===== src/sync_header_checksum_frame_receiver_top_assert.svh =====
// Assertion macros for the frame receiver.
`ifndef SYNC_HEADER_CHECKSUM_FRAME_RECEIVER_TOP_ASSERT_SVH
`define SYNC_HEADER_CHECKSUM_FRAME_RECEIVER_TOP_ASSERT_SVH

// Same-cycle implication, checked outside reset.
`define SHFR_ASSERT_IMP(name, clk, rst, ante, cons, msg) \
   name: assert property (@(posedge clk) disable iff (rst) (ante) |-> (cons)) \
      else $error(msg);

// Next-cycle implication, checked outside reset.
`define SHFR_ASSERT_NXT(name, clk, rst, ante, cons, msg) \
   name: assert property (@(posedge clk) disable iff (rst) (ante) |=> (cons)) \
      else $error(msg);

`endif


===== src/shfr_pkg.sv =====
// Types and constants shared by the frame receiver modules.
`timescale 1ns / 1ps
package shfr_pkg;

   localparam logic [7:0] SYNC_BYTE = 8'h55;

   localparam logic OP_BYTE = 1'b0;
   localparam logic OP_TICK = 1'b1;

   localparam logic [2:0] ST_NONE    = 3'd0;
   localparam logic [2:0] ST_GOOD    = 3'd1;
   localparam logic [2:0] ST_CSUM    = 3'd2;
   localparam logic [2:0] ST_HDR     = 3'd3;
   localparam logic [2:0] ST_TIMEOUT = 3'd4;

   localparam int CSR_INDEX_W = 2;
   localparam logic [CSR_INDEX_W-1:0] CSR_HEADER_FIRST  = 2'd0;
   localparam logic [CSR_INDEX_W-1:0] CSR_HEADER_SECOND = 2'd1;
   localparam logic [CSR_INDEX_W-1:0] CSR_TIMEOUT_TICKS = 2'd2;

   localparam logic [7:0] RST_HEADER_FIRST  = 8'h81;
   localparam logic [7:0] RST_HEADER_SECOND = 8'h42;
   localparam logic [7:0] RST_TIMEOUT_TICKS = 8'd5;

   // Header byte positions while the header is collected
   localparam logic [15:0] HB_FIRST   = 16'd0;
   localparam logic [15:0] HB_SECOND  = 16'd1;
   localparam logic [15:0] HB_SUM_LO  = 16'd2;
   localparam logic [15:0] HB_SUM_HI  = 16'd3;
   localparam logic [15:0] HB_LEN_LO  = 16'd4;

   typedef struct packed {
      logic [7:0] header_first;
      logic [7:0] header_second;
      logic [7:0] timeout_ticks;
   } shfr_cfg_type;

   typedef struct packed {
      logic        sync_seen;
      logic        in_frame;
      logic        header_done;
      logic [15:0] byte_count;
      logic [15:0] running_sum;
      logic [15:0] expected_sum;
      logic [15:0] expected_length;
      logic [8:0]  elapsed_ticks;
   } shfr_state_type;

   typedef struct packed {
      logic        payload_valid;
      logic [7:0]  payload_byte;
      logic [15:0] payload_index;
      logic [2:0]  frame_status;
      logic [15:0] frame_length;
   } shfr_result_type;

endpackage


===== src/shfr_if.sv =====
// Item channel interfaces: received bytes/ticks in, payload and status out.
`timescale 1ns / 1ps
interface shfr_req_if;
   logic       valid;
   logic       ready;
   logic       opcode;
   logic [7:0] rx_byte;

   modport source (output valid, output opcode, output rx_byte, input ready);
   modport sink   (input valid, input opcode, input rx_byte, output ready);
endinterface

interface shfr_rsp_if;
   logic        valid;
   logic        ready;
   logic        payload_valid;
   logic [7:0]  payload_byte;
   logic [15:0] payload_index;
   logic [2:0]  frame_status;
   logic [15:0] frame_length;

   modport source (output valid, output payload_valid, output payload_byte,
                   output payload_index, output frame_status, output frame_length,
                   input ready);
   modport sink   (input valid, input payload_valid, input payload_byte,
                   input payload_index, input frame_status, input frame_length,
                   output ready);
endinterface


===== src/shfr_csr.sv =====
// Configuration registers of the frame receiver.
`timescale 1ns / 1ps
module shfr_csr
   import shfr_pkg::*;
(
   input  logic                   clock,
   input  logic                   reset,
   input  logic                   csr_we,
   input  logic [CSR_INDEX_W-1:0] csr_index,
   input  logic [7:0]             csr_wdata,
   output shfr_cfg_type           cfg
);

   shfr_cfg_type cfg_ff, cfg_in;

   always_comb begin
      cfg_in = cfg_ff;
      if (csr_we) begin
         unique case (csr_index)
            CSR_HEADER_FIRST:  cfg_in.header_first  = csr_wdata;
            CSR_HEADER_SECOND: cfg_in.header_second = csr_wdata;
            CSR_TIMEOUT_TICKS: cfg_in.timeout_ticks = csr_wdata;
            default:           cfg_in = cfg_ff;
         endcase
      end
   end

   always_ff @(posedge clock) begin
      if (reset) begin
         cfg_ff.header_first  <= RST_HEADER_FIRST;
         cfg_ff.header_second <= RST_HEADER_SECOND;
         cfg_ff.timeout_ticks <= RST_TIMEOUT_TICKS;
      end else begin
         cfg_ff <= cfg_in;
      end
   end

   assign cfg = cfg_ff;

endmodule


===== src/shfr_step.sv =====
// Per-item frame parser: next state and result for one byte or tick.
`timescale 1ns / 1ps
module shfr_step
   import shfr_pkg::*;
(
   input  shfr_cfg_type    cfg,
   input  shfr_state_type  cur,
   input  logic            opcode,
   input  logic [7:0]      rx_byte,
   output shfr_state_type  nxt,
   output shfr_result_type res
);

   always_comb begin
      nxt = cur;
      res = '0;
      res.frame_status = ST_NONE;
      if (opcode == OP_TICK) begin
         if (cur.in_frame) begin
            if (cur.elapsed_ticks != '1) begin
               nxt.elapsed_ticks = cur.elapsed_ticks + 9'd1;
            end
            if (nxt.elapsed_ticks > {1'b0, cfg.timeout_ticks}) begin
               nxt = '0;
               res.frame_status = ST_TIMEOUT;
            end
         end
      end else begin
         // extra sync bytes are skipped until the first header byte
         if (!cur.sync_seen) begin
            if (rx_byte == SYNC_BYTE) begin
               nxt.sync_seen = 1'b1;
            end
         end else if (!cur.in_frame) begin
            if (rx_byte != SYNC_BYTE) begin
               nxt.in_frame      = 1'b1;
               nxt.byte_count    = '0;
               nxt.elapsed_ticks = '0;
            end
         end

         if (nxt.in_frame) begin
            if (!nxt.header_done) begin
               if (nxt.byte_count == HB_FIRST || nxt.byte_count == HB_SECOND) begin
                  if (rx_byte != ((nxt.byte_count == HB_FIRST) ? cfg.header_first
                                                               : cfg.header_second)) begin
                     nxt = '0;
                     res.frame_status = ST_HDR;
                  end else begin
                     nxt.byte_count = nxt.byte_count + 16'd1;
                  end
               end else if (nxt.byte_count == HB_SUM_LO) begin
                  nxt.expected_sum[7:0] = rx_byte;
                  nxt.byte_count        = HB_SUM_HI;
               end else if (nxt.byte_count == HB_SUM_HI) begin
                  nxt.expected_sum[15:8] = rx_byte;
                  nxt.byte_count         = HB_LEN_LO;
               end else if (nxt.byte_count == HB_LEN_LO) begin
                  nxt.expected_length[7:0] = rx_byte;
                  nxt.byte_count           = HB_LEN_LO + 16'd1;
               end else begin
                  nxt.expected_length[15:8] = rx_byte;
                  nxt.header_done           = 1'b1;
                  nxt.byte_count            = '0;
                  nxt.running_sum           = '0;
                  if (nxt.expected_length == 16'd0) begin
                     nxt = '0;
                     res.frame_status = ST_GOOD;
                  end
               end
            end else begin
               res.payload_valid = 1'b1;
               res.payload_byte  = rx_byte;
               res.payload_index = nxt.byte_count;
               nxt.running_sum   = nxt.running_sum + {8'd0, rx_byte};
               nxt.byte_count    = nxt.byte_count + 16'd1;
               if (nxt.byte_count >= nxt.expected_length) begin
                  if (nxt.running_sum == nxt.expected_sum) begin
                     res.frame_status = ST_GOOD;
                     res.frame_length = nxt.expected_length;
                  end else begin
                     res.frame_status = ST_CSUM;
                  end
                  nxt = '0;
               end
            end
         end
      end
   end

endmodule


===== src/shfr_rsp_buf.sv =====
// Result register between the parser and the result channel.
`timescale 1ns / 1ps
module shfr_rsp_buf
   import shfr_pkg::*;
(
   input  logic            clock,
   input  logic            reset,
   input  logic            load,
   input  shfr_result_type res,
   output logic            can_load,
   shfr_rsp_if.source      rsp_chan
);

   logic            valid_ff, valid_in;
   shfr_result_type data_ff;

   // a new result may enter when the slot is empty or drains this cycle
   assign can_load = !valid_ff || rsp_chan.ready;
   assign valid_in = load || (valid_ff && !rsp_chan.ready);

   always_ff @(posedge clock) begin
      if (reset) begin
         valid_ff <= 1'b0;
      end else begin
         valid_ff <= valid_in;
      end
   end

   always_ff @(posedge clock) begin
      if (load) begin
         data_ff <= res;
      end
   end

   assign rsp_chan.valid         = valid_ff;
   assign rsp_chan.payload_valid = data_ff.payload_valid;
   assign rsp_chan.payload_byte  = data_ff.payload_byte;
   assign rsp_chan.payload_index = data_ff.payload_index;
   assign rsp_chan.frame_status  = data_ff.frame_status;
   assign rsp_chan.frame_length  = data_ff.frame_length;

endmodule


===== src/sync_header_checksum_frame_receiver_top.sv =====
// Top level of the sync/header/checksum frame receiver.
`timescale 1ns / 1ps
`include "sync_header_checksum_frame_receiver_top_assert.svh"
// Takes one item (a received byte or a 1 ms tick) per clock and returns exactly one
// result item for it in the next cycle from a single result register; the parser state
// (sync, header position, running sum, tick count) updates in the same cycle the item
// is accepted. Sustained rate is one item per cycle, limited only by the result
// register draining: req_chan.ready is low only while a result is held and
// rsp_chan.ready is low. Payload bytes come out with their index; the last payload
// byte carries the good/checksum-error status, and header mismatch or timeout
// abandon the frame. Registers must be written through csr_we/csr_index/csr_wdata
// only while the block is idle; the block itself does not enforce this.
module sync_header_checksum_frame_receiver_top
   import shfr_pkg::*;
(
   input  logic                   clock,
   input  logic                   reset,
   shfr_req_if.sink               req_chan,
   shfr_rsp_if.source             rsp_chan,
   input  logic                   csr_we,
   input  logic [CSR_INDEX_W-1:0] csr_index,
   input  logic [7:0]             csr_wdata
);

   shfr_cfg_type    cfg;
   shfr_state_type  state_ff, state_in;
   shfr_result_type res;
   logic            can_load;
   logic            accept;

   shfr_csr u_csr (
      .clock     (clock),
      .reset     (reset),
      .csr_we    (csr_we),
      .csr_index (csr_index),
      .csr_wdata (csr_wdata),
      .cfg       (cfg)
   );

   shfr_step u_step (
      .cfg     (cfg),
      .cur     (state_ff),
      .opcode  (req_chan.opcode),
      .rx_byte (req_chan.rx_byte),
      .nxt     (state_in),
      .res     (res)
   );

   shfr_rsp_buf u_rsp_buf (
      .clock    (clock),
      .reset    (reset),
      .load     (accept),
      .res      (res),
      .can_load (can_load),
      .rsp_chan (rsp_chan)
   );

   assign req_chan.ready = can_load;
   assign accept         = req_chan.valid && can_load;

   always_ff @(posedge clock) begin
      if (reset) begin
         state_ff <= '0;
      end else if (accept) begin
         state_ff <= state_in;
      end
   end

   `SHFR_ASSERT_IMP(a_hdr_in_frame, clock, reset, state_ff.header_done, state_ff.in_frame && state_ff.sync_seen, "header_done without open frame")
   `SHFR_ASSERT_IMP(a_len_only_good, clock, reset, rsp_chan.valid && rsp_chan.frame_status != ST_GOOD, rsp_chan.frame_length == 16'd0, "frame_length set without good status")
   `SHFR_ASSERT_IMP(a_stall_blocks, clock, reset, rsp_chan.valid && !rsp_chan.ready, !req_chan.ready, "item taken while result stalled")
   `SHFR_ASSERT_NXT(a_accept_rsp, clock, reset, accept, rsp_chan.valid, "accepted item produced no result")

endmodule

===== src/flat_wrapper.sv =====
// flat-port wrapper written by rule: the top's interface ports become plain ports
module sync_header_checksum_frame_receiver_top_flat import shfr_pkg::*;
  (clock, reset, csr_we, csr_index, csr_wdata, req_chan_valid, req_chan_opcode, req_chan_rx_byte, req_chan_ready, rsp_chan_valid, rsp_chan_payload_valid, rsp_chan_payload_byte, rsp_chan_payload_index, rsp_chan_frame_status, rsp_chan_frame_length, rsp_chan_ready);
  shfr_req_if req_chan_i ();
  shfr_rsp_if rsp_chan_i ();
  input  logic clock;
  input  logic reset;
  input  logic csr_we;
  input  logic [CSR_INDEX_W-1:0] csr_index;
  input  logic [7:0] csr_wdata;
  input wire logic [$bits(req_chan_i.valid)-1:0] req_chan_valid;
  input wire logic [$bits(req_chan_i.opcode)-1:0] req_chan_opcode;
  input wire logic [$bits(req_chan_i.rx_byte)-1:0] req_chan_rx_byte;
  output wire logic [$bits(req_chan_i.ready)-1:0] req_chan_ready;
  output wire logic [$bits(rsp_chan_i.valid)-1:0] rsp_chan_valid;
  output wire logic [$bits(rsp_chan_i.payload_valid)-1:0] rsp_chan_payload_valid;
  output wire logic [$bits(rsp_chan_i.payload_byte)-1:0] rsp_chan_payload_byte;
  output wire logic [$bits(rsp_chan_i.payload_index)-1:0] rsp_chan_payload_index;
  output wire logic [$bits(rsp_chan_i.frame_status)-1:0] rsp_chan_frame_status;
  output wire logic [$bits(rsp_chan_i.frame_length)-1:0] rsp_chan_frame_length;
  input wire logic [$bits(rsp_chan_i.ready)-1:0] rsp_chan_ready;
  assign req_chan_i.valid = req_chan_valid;
  assign req_chan_i.opcode = req_chan_opcode;
  assign req_chan_i.rx_byte = req_chan_rx_byte;
  assign req_chan_ready = req_chan_i.ready;
  assign rsp_chan_valid = rsp_chan_i.valid;
  assign rsp_chan_payload_valid = rsp_chan_i.payload_valid;
  assign rsp_chan_payload_byte = rsp_chan_i.payload_byte;
  assign rsp_chan_payload_index = rsp_chan_i.payload_index;
  assign rsp_chan_frame_status = rsp_chan_i.frame_status;
  assign rsp_chan_frame_length = rsp_chan_i.frame_length;
  assign rsp_chan_i.ready = rsp_chan_ready;
  sync_header_checksum_frame_receiver_top u_core (.clock(clock), .reset(reset), .req_chan(req_chan_i), .rsp_chan(rsp_chan_i), .csr_we(csr_we), .csr_index(csr_index), .csr_wdata(csr_wdata));
endmodule

===== config.mk =====
export PLATFORM = sky130hd
export DESIGN_NAME = sync_header_checksum_frame_receiver_top_flat
export DESIGN_NICKNAME = d
export VERILOG_FILES = /design/src/shfr_pkg.sv /design/src/shfr_if.sv /design/src/shfr_csr.sv /design/src/shfr_step.sv /design/src/shfr_rsp_buf.sv /design/src/sync_header_checksum_frame_receiver_top.sv /design/src/flat_wrapper.sv
export VERILOG_INCLUDE_DIRS = /design/src /design/src/src
export SDC_FILE = /design/constraint.sdc
export NUM_CORES = 1
export LEC_CHECK = 0
export BUFFER_PORTS_ARGS = -buffer_cell sky130_fd_sc_hd__buf_2
export CORE_ASPECT_RATIO = 1.4
export CORE_UTILIZATION = 40
export CTS_CLUSTER_SIZE = 28
export DETAILED_ROUTE_END_ITERATION = 8
export HOLD_SLACK_MARGIN = 0.05
export PLACE_DENSITY = 0.62
export SYNTH_ARGS = -nofsm -noshare
export SYNTH_HDL_FRONTEND = slang
export SYNTH_HIERARCHICAL = 1
export SYNTH_SLANG_ARGS = --single-unit

===== constraint.sdc =====
create_clock -name clock -period 7.3 [get_ports clock]
set_input_delay 1.46 -clock clock [delete_from_list [all_inputs] [get_ports clock]]
set_output_delay 1.46 -clock clock [all_outputs]
set_load 0.005 [all_outputs]

==> metrics.yaml <==
dr_wl_met2_mm: 14.3
place_inst: 1440
crit_path_end_kind: "flip-flop"
clock_latency_ns: 0.44
yosys-top-cells-area: "dfxtp_1 (19%), edfxtp_1 (12%), nand3_2 (6.5%), a21oi_2 (6.1%), ha_1 (4.4%)"
grt_pass1_wl_mm: 44.7
placed_area_sq_um: 10800
crit_slowest_cell: "o21ai_0"
antenna_found_initial: 0
grt-ovfl-total: 0
grt_max_degree: 83
register_area_sq_um: 3340
postCtsSetupBuffers: 0
num_rows: 70
synth_top_area_share_pct: 19.1
pre_cts_ws_ns: 0.809
period_needed_ns: 6.11
synth_seq_area_share_pct: 31.5
ios: 70
place_congestion: 0.898
cts_buffer_depth: 2
syn-cell-area_sq_um: 10600
hold_violations: 0
wl_per_cell_microns: 18.8
die_y_microns: 195
syn_area_per_cell_sq_um: 9.43
fill_cells: 2591
slew_headroom_pct: 18.8
synth_top_cell_by_area: "dfxtp_1"
setup_tns_ns: 0
synth_common_cells: "dfxtp_1 (101), a21oi_2 (74), nand3_2 (69), nand2_1 (63), nor2_1 (56)"
cp_cell_sequence: "buf_2, nor4_1, a211o_1, nand2_1, inv_1, ha_1, and3_1, nand4_1, or3_1, a21oi_1, ha_1, nand4_1, nor3_1, o221ai_1, o21a_1, o21ai_0, nand3_1, a22o_1, nand3_2, a21oi_2"
rsz0062_at_grt: "false"
synth_edf_count: 44
cts_hold_buf: 0
cts_resized: 0
crit_path_start_kind: "input port"
skew_ns: 0.00914
io_buffer_count: 69
drc: 0
die_x_microns: 140
required_ns: 7.60
drv_cap: 0
cp_data_arrival_time_ns: 6.41
p_per_area_nw_per_um2: 168
synth_most_common_cell: "dfxtp_1"
hold_ws_ns: 0.475
worst_pin_slew_ns: 1.21
cts_made_buffers: 17
slew_viol_final: 0
dp.final_hpwl_mm: 19.0
cp.buffers_inverters: 2
power_leakage_nw: 4.18
multi_input_area_sq_um: 6430
ant_nets: 0
synth-seq-cells: 145
crit_fanout: 10
cts-root-buf: "clkbuf_16"
finish.net_count: 1197
outcome: "finished, final reports clean"
drt-pass1-iter-count: 5
clk_pin_slew_ns: 0.06
wl_met3_microns: 792
grt_pass1_vias: 8267
clock_sinks: 145
vdd_drop_max_v: 0.000116
cp_top_family: "simple AND/OR/NAND/NOR gates"
fmax_mhz: 164
min_period_over_period_pct: 83.7
syn_inst: 1124
ys.flop_type: "dfxtp_1"
setup-violations-final: 0
cts_tree: "done"
htree_num_levels: 4
met1Wirelength_mm: 11.6
synth.distinct_cells: 80
syn-num-nets: 1186
core-area_sq_um: 26100
via_per_inst: 5.80
postSynth.asyncResetShare_pct: 0
fin_cells: 1473
grt_usage_pct: 21.0
drtIter0Drc: 615
critPathMaxStageDelay_ns: 0.52
timing.final.ws_setup_ns: 1.19
dieArea_sq_um: 27200
crit_type: "input port to flip-flop"
yosysWarnings: 6
drive_gt1_share_pct: 26.7
initial_core_util_pct: 40.6
synthToLayoutAreaGrowth_pct: 7.50
drt-total-wl_mm: 27.6
min_path_type: "flip-flop to flip-flop"
design_area_sq_um: 11400
topRoutingLayerUsed: "met4"
num_vias: 8538
[cell usage in the layout, fill, tap and decap left out, drive strengths merged, types with 6 or more instances in the layout]
| cell type | instances |
|---|---|
| a21oi | 114 |
| dfxtp | 101 |
| nand3 | 98 |
| buf | 79 |
| a21bo | 76 |
| nand2 | 63 |
| nor2 | 57 |
| a22o | 50 |
| inv | 44 |
| edfxtp | 44 |
| o21ai | 41 |
| ha | 37 |
| and3 | 36 |
| mux2i | 29 |
| nand2b | 29 |
| xnor2 | 24 |
| nor3 | 24 |
| xor2 | 21 |
| clkbuf | 18 |
| nand4 | 10 |
| a31oi | 9 |
| o21a | 9 |
| nor4 | 8 |
| a21o | 8 |
| or3 | 7 |
| a22oi | 7 |
| a211oi | 7 |
| and2 | 6 |
[final timing paths]
kind	startpoint	endpoint	slack (ns)	cells after the start
max	req_chan_rx_byte[1]	u_core/state_ff[15]	1.19	20
max reg2reg	u_core/state_ff[74]	u_core/state_ff[15]	2.54	18
min reg2reg	u_core/u_csr/cfg[4]	u_core/u_csr/cfg[4]	0.47	2
min	u_core/u_csr/cfg[4]	u_core/u_csr/cfg[4]	0.47	2
[worst reg2reg max path, stage by stage, from the launching register on]
cell and delay (ns):
dfxtp_1 0.46, a211o_1 0.21, nand2_1 0.14, inv_1 0.14, ha_1 0.29, and3_1 0.25, nand4_1 0.23, or3_1 0.41
a21oi_1 0.21, ha_1 0.17, nand4_1 0.09, nor3_1 0.20, o221ai_1 0.17, o21a_1 0.23, o21ai_0 0.52, nand3_1 0.42
a22o_1 0.35, nand3_2 0.06, a21oi_2 0.06
[final cells by class]
| type | instances | area share, % |
|---|---|---|
| antenna | 1 | 0.0220 |
| clock buffer | 18 | 3.77 |
| clock inverter | 14 | 1.67 |
| inverter | 44 | 1.45 |
| multi-input combinational | 848 | 56.4 |
| sequential | 145 | 29.3 |
| tap | 324 | 3.56 |
| timing repair buffer | 79 | 3.77 |
[cell families after synthesis]
group                      synth area share [%]
AOI/OAI and AO/OA                          28.0
xor gates and xnor gates                   3.93
adders and majority gates                  4.56
buffers and inverters                      7.81
muxes                                      3.06
DFF                                        31.5
and+or+nand+nor                            21.1
[flip-flops by register name (all words and copies together) (netlist names)]
register	cells
u_core/u_rsp_buf/rsp_chan.payload_index	16
u_core/u_rsp_buf/rsp_chan.frame_status	3
u_core/u_csr/cfg	24
u_core/u_rsp_buf/rsp_chan.payload_valid	1
u_core/u_rsp_buf/rsp_chan.valid	1
u_core/u_rsp_buf/rsp_chan.payload_byte	8
u_core/state_ff	76
u_core/u_rsp_buf/rsp_chan.frame_length	16
[layer usage]
layer  vias to the layer above  GRT usage [%]
li1                       4160              -
met1                      4135           24.1
met2                       196           37.8
met3                        47           3.15
met4                         0           9.77
met5                         -              0
[power by group]
part | internal (W) | switching (W)
logic | 0.0000358 | 0.0000971
clock network | 0.000570 | 0.000359
registers | 0.000845 | 0.00000558
total | 0.00145 | 0.000462
[through the flow]
step / util [%] / power [W]
floorplan: - / 0.000979
global placement: 41.3 / 0.000999
detailed placement: 41.3 / 0.00100
CTS: 43.6 / 0.00193
global route: 43.6 / 0.00198
finish: 43.7 / 0.00191
Power figures use the tool's default switching activity.
